===== src/design/assert_macros.svh =====
// assertion macros used by the list engine
// each check is sampled on the rising clock edge and is off while reset is held
`ifndef ASSERT_MACROS_SVH
`define ASSERT_MACROS_SVH
`ifndef SYNTHESIS
`define OAL_ASSERT(label, prop) \
    label: assert property (@(posedge clk) disable iff (!rst_n) prop) \
        else $error("oal assertion failed");
`define OAL_NEVER(label, cond) \
    label: assert property (@(posedge clk) disable iff (!rst_n) !(cond)) \
        else $error("oal condition must not occur");
`else
`define OAL_ASSERT(label, prop)
`define OAL_NEVER(label, cond)
`endif
`endif


===== src/design/oal_pkg.sv =====
`default_nettype none

package oal_pkg;

    localparam int DEF_CAPACITY    = 16;
    localparam int DEF_VALUE_WIDTH = 32;

    localparam int ACT_W   = 2;
    localparam int VAL_W   = 32;
    localparam int POS_W   = 5;
    localparam int STAT_W  = 3;
    localparam int FOUND_W = 4;
    localparam int COUNT_W = 5;

    typedef enum logic [ACT_W-1:0] {
        ACT_INSERT       = 2'd0,
        ACT_DELETE_AT    = 2'd1,
        ACT_DELETE_VALUE = 2'd2,
        ACT_READ         = 2'd3
    } action_t;

    typedef enum logic [STAT_W-1:0] {
        STAT_OK        = 3'd0,
        STAT_FULL      = 3'd1,
        STAT_BAD_INDEX = 3'd2,
        STAT_NOT_FOUND = 3'd3,
        STAT_EMPTY     = 3'd4
    } status_t;

    // what the row of cells does in a given cycle
    typedef enum logic [1:0] {
        CMD_HOLD   = 2'd0,
        CMD_INSERT = 2'd1,
        CMD_REMOVE = 2'd2,
        CMD_READ   = 2'd3
    } cell_cmd_t;

    typedef struct packed {
        action_t                  action;
        logic signed [VAL_W-1:0]  item_value;
        logic [POS_W-1:0]         position;
    } req_t;

    typedef struct packed {
        status_t                  status;
        logic signed [VAL_W-1:0]  read_value;
        logic [FOUND_W-1:0]       found_position;
        logic [COUNT_W-1:0]       entry_count;
        logic signed [VAL_W-1:0]  largest_value;
        logic signed [VAL_W-1:0]  smallest_value;
        logic                     list_empty;
    } rsp_t;

    // flags travelling along the compare chain
    typedef struct packed {
        logic hit;
        logic any;
    } chain_flags_t;

endpackage

`default_nettype wire


===== src/design/oal_cell.sv =====
`default_nettype none

module oal_cell #(
    parameter int CAPACITY    = oal_pkg::DEF_CAPACITY,
    parameter int VALUE_WIDTH = oal_pkg::DEF_VALUE_WIDTH,
    parameter int IDX         = 0
) (
    input  wire logic                             clk,
    input  wire logic                             rst_n,
    input  wire oal_pkg::cell_cmd_t               cmd,
    input  wire logic [$clog2(CAPACITY)-1:0]      pos_idx,
    input  wire logic [$clog2(CAPACITY+1)-1:0]    cnt,
    input  wire logic [VALUE_WIDTH-1:0]           value,
    input  wire logic [VALUE_WIDTH-1:0]           left_entry,
    input  wire logic [VALUE_WIDTH-1:0]           right_entry,
    output logic [VALUE_WIDTH-1:0]                entry,
    input  wire oal_pkg::chain_flags_t            flags_in,
    input  wire logic [$clog2(CAPACITY)-1:0]      idx_in,
    input  wire logic [VALUE_WIDTH-1:0]           rd_in,
    input  wire logic [VALUE_WIDTH-1:0]           hi_in,
    input  wire logic [VALUE_WIDTH-1:0]           lo_in,
    output oal_pkg::chain_flags_t                 flags_out,
    output logic [$clog2(CAPACITY)-1:0]           idx_out,
    output logic [VALUE_WIDTH-1:0]                rd_out,
    output logic [VALUE_WIDTH-1:0]                hi_out,
    output logic [VALUE_WIDTH-1:0]                lo_out
);
    import oal_pkg::*;

    localparam int IW = $clog2(CAPACITY);
    localparam int CW = $clog2(CAPACITY + 1);
    localparam logic [IW-1:0] IDX_I = IW'(IDX);
    localparam logic [CW-1:0] IDX_C = CW'(IDX);

    logic [VALUE_WIDTH-1:0] entry_reg, entry_next;
    chain_flags_t           flags_reg;
    logic [IW-1:0]          idx_reg;
    logic [VALUE_WIDTH-1:0] rd_reg, hi_reg, lo_reg;
    logic                   live, match;

    always_comb
    begin
        entry_next = entry_reg;
        case (cmd)
            CMD_INSERT:
            begin
                if (pos_idx == IDX_I)
                    entry_next = value;
                else if (pos_idx < IDX_I)
                    entry_next = left_entry;
            end
            CMD_REMOVE:
            begin
                if (pos_idx <= IDX_I)
                    entry_next = right_entry;
            end
            default:
            begin
                entry_next = entry_reg;
            end
        endcase
    end

    always_ff @(posedge clk)
    begin
        entry_reg <= entry_next;
        idx_reg   <= idx_in;
        rd_reg    <= rd_in;
        hi_reg    <= hi_in;
        lo_reg    <= lo_in;
    end

    always_ff @(posedge clk or negedge rst_n)
    begin
        if (!rst_n)
            flags_reg <= '0;
        else
            flags_reg <= flags_in;
    end

    assign entry = entry_reg;
    assign live  = cnt > IDX_C;
    assign match = live && (entry_reg == value);

    // first match wins, later cells only pass it on
    always_comb
    begin
        flags_out.hit = flags_reg.hit | match;
        flags_out.any = flags_reg.any | live;
        idx_out       = flags_reg.hit ? idx_reg : IDX_I;
        rd_out        = (cmd == CMD_READ && pos_idx == IDX_I) ? entry_reg : rd_reg;
        hi_out        = hi_reg;
        lo_out        = lo_reg;
        if (live)
        begin
            if (!flags_reg.any)
            begin
                hi_out = entry_reg;
                lo_out = entry_reg;
            end
            else
            begin
                if ($signed(entry_reg) > $signed(hi_reg))
                    hi_out = entry_reg;
                if ($signed(entry_reg) < $signed(lo_reg))
                    lo_out = entry_reg;
            end
        end
    end

endmodule

`default_nettype wire


===== config.mk =====
export PLATFORM = sky130hd
export DESIGN_NAME = oal_cell
export DESIGN_NICKNAME = d
export VERILOG_FILES = /design/src/design/assert_macros.svh /design/src/design/oal_pkg.sv /design/src/design/oal_cell.sv
export SDC_FILE = /design/constraint.sdc
export NUM_CORES = 1
export LEC_CHECK = 0
export BUFFER_PORTS_ARGS = -buffer_cell sky130_fd_sc_hd__clkbuf_2
export CORE_MARGIN = 2
export CORE_UTILIZATION = 32
export CTS_CLUSTER_DIAMETER = 30
export DETAILED_ROUTE_END_ITERATION = 7
export PLACE_DENSITY = 0.65
export SLEW_MARGIN = 0
export SYNTH_ARGS = -nofsm -noshare
export SYNTH_HDL_FRONTEND = slang
export SYNTH_SLANG_ARGS = --single-unit

===== constraint.sdc =====
create_clock -name clk -period 3.1 [get_ports clk]
set_clock_uncertainty 0.15 [all_clocks]
set_input_delay 0.62 -clock clk [delete_from_list [all_inputs] [get_ports clk]]
set_output_delay 0.62 -clock clk [all_outputs]
set_load 0.1 [all_outputs]

==> results.md <==
- Total GRT Usage: 22.8%
- Slew margin rel.: 26.2%
- Crit path time final: 4.07 ns
- Measured slew at the worst slew-check pin: 1.10 ns
- RSZ-0062 raised after global routing: yes
- Routed vias/inst: 5.03
- Pin count of the biggest net entering global routing: 42
- Required @ worst endpoint: 2.33 ns
- NumNets Final: 1409
- Routed wire length: 28.1 mm
- Core area: 0.0226 sq mm
- Most frequent cells in the layout: 215 x clkbuf_2, 103 x buf_12, 100 x dfxtp_1, 100 x buf_4, 66 x inv_1
- Ys async rst share: 1.49%
- Setup crit start kind: register
- Synthesis Warnings: 0
- Dpl ws: -0.644 ns
- DRT Pass-1 Iters: 5
- Top FF cell, synth: dfxtp_1
- Initial Util: 32.6%
- Die width: 156 um
- Crit end category: output port
- Vias: 7193
- Top sig layer: met4
- CP Class: register to output port
- Share of cells above drive strength 1: 54.5%
- Vias in the first global route: 7478
- Worst vdd ir: 0.466 mV
- Fin crit share: 131%
- Iter 0 DRT Violations: 411
- Wire length on met2: 13.8 mm
- I/O pin cnt: 345
- Met1 Wirelength: 11.5 mm
- Crit-path most repeated cell: buf_12
- DRT antenna net count: 0
- Max stage delay on crit path: 0.44 ns
- Drt wl/cell: 19.7 um
- Root buf cell: clkbuf_16
- Area of the multi-input gates: 0.00435 sq mm
- CTS tree: done
- Final setup margin: -0.967 ns
- Diodes inserted: 0
- Failing checks: negative setup slack
- Final hold vios: 0
- DRC: 0
- Outcome: finished, violations left
- Reg clk slew, reported paths: 0.07 ns
- # setup viols final: 65
- Top delay family on crit path: simple AND/OR/NAND/NOR gates
- Post-synth EDFFs: 32
- Filler Cells Inserted: 1917
- Die area: 0.0243 sq mm
- Max frequency: 0.246 GHz
- Synth Instances: 723
- Sequential element share of the synthesized area: 40.8%
- Htree depth: 4
- Post-route design area: 0.0126 sq mm
- DP Area: 0.0116 sq mm
- Fin. max-slew vios: 0
- Worst Path Buf+Inv: 3
- Cell Rows: 55
- CP cell instances: ha_1 -> and3_4 -> nand4_1 -> nor4_2 -> buf_4 -> and2b_2 -> o311ai_4 -> and2_4 -> buf_12 -> a311o_2 -> buf_12
- Pwr/cell area: 708 mW/mm^2
- Commonest non-fill, non-tap cell in the layout: clkbuf_2
- Post-DP HPWL: 21.5 mm
- RD Place Congestion: 0.827
- Wire length of the first global-routing pass: 41.4 mm
- Area grow syn2layout: 70.6%
- Antenna violations before repair: 1
- Gr ovfl total: 0
- Max cap viols: 0
- Sequential cell area: 0.00301 sq mm
- Pleak: 6.00 nW
- Syn_area_per_cell: 10.2 sq um
- Syn_nets: 1000
- PnR Total Power: 8.92 mW
- Worst min-delay path category: input pin to register
- Maximum fanout along the worst path: 16
- Cell Area, Synth: 0.00739 sq mm
- Port Buffers: 312
- CTS Sinks: 134
- Cts bufs inserted: 17
- Die Y: 156 um
- Maximum clock path buffer count: 2
- Slowest cell on crit path: edfxtp_1
- Synth unique cells: 49
- #FFs+latches synth: 134
- CP arrival: 3.30 ns
- Met3 routed WL: 2.14 mm
-- synthesized netlist by cell type, types with 2 or more instances --
cell type  instances  share of area [%]
nand3_1            5               0.34
or2_1              3               0.25
nand2_1           52                2.6
and2_1             4               0.34
o21ai_1            2               0.14
a21o_1             6               0.61
mux2_2            65                9.9
dfrtp_1            2               0.68
edfxtp_1          32                 13
inv_1             66                3.4
buf_6              4               0.61
nor3_1             4               0.27
o21ai_0           39                2.6
nor2_1            12               0.61
xnor2_1           28                3.3
buf_1              3               0.15
xor2_1             4               0.47
a311o_1           32                4.3
mux2_1            30                4.6
clkbuf_1          25                1.3
a21oi_1           55                3.7
and3_1             2               0.17
buf_2              6               0.41
ha_1              66                 11
nand4_1           16                1.4
a211oi_1           3               0.30
nand3b_1          31                3.2
nor4_1             5               0.42
nor2b_1            2               0.17
dfxtp_1          100                 27
-- worst paths after layout --
check                                     from                endpoint  cells past startpoint
setup / recovery           entry[29]$_DFFE_PP_              hi_out[19]                     11
hold / removal                       idx_in[2]      idx_reg[2]$_DFF_P_                      1
max in group asynchronous                rst_n  flags_reg[0]$_DFF_PN0_                      2
min in group asynchronous                rst_n  flags_reg[0]$_DFF_PN0_                      2
-- logic make-up after synthesis --
kind of cell    count (synthesis)  synth area share, %
mux                            95                 14.5
simple gates                  143                 10.5
flops                         134                 40.8
compound gates                149                 13.5
buf+inv                       104                 5.79
xor+xnor                       32                 3.79
fa+ha+maj                      66                 11.2
-- per-layer routing --
metal | vias up | track usage, %
met4 | 0 | 7.82
met3 | 46 | 6.33
met2 | 311 | 39.8
met1 | 3408 | 26.9
li1 | 3428 | -
met5 | - | 0
-- stage by stage --
stage          setup TNS [ns]  utilization, %  std cells  hold WS, ns
2_1_floorplan          -52.83               -        723        0.174
3_3_place_gp           -33.92            51.3       1379        0.258
3_5_place_dp           -35.72            51.3       1379        0.257
4_1_cts                -59.05            54.9       1424        0.122
5_1_grt                -64.70            55.7       1430        0.118
6_report               -58.81            55.7       1430        0.136
-- timing repair --
item / in CTS / in global routing
endpoints found under the setup margin: 65 / 65
pin swaps: 11 / 7
buffers inserted: 11 / 5
hold buffers: 1 / 0
gates resized for setup: 27 / 15
endpoints found under the hold margin: 2 / 0
cloned: 1 / 1
-- report_power, final --
group	switching, mW	total (mW)	internal [mW]
clock	0.868	2.08	1.21
sequential	0.105	2.04	1.93
combinational	3.03	4.80	1.77
total	4.00	8.92	4.92
-- area by class of cell --
type | count | share of cell area, %
clock buffer | 20 | 3.80
sequential | 134 | 23.9
multi-input combinational | 485 | 34.5
timing repair buffer | 428 | 32.0
tap | 285 | 2.83
clock inverter | 12 | 0.923
inverter | 66 | 1.97
Note: power is estimated with default switching activity, not from simulation.
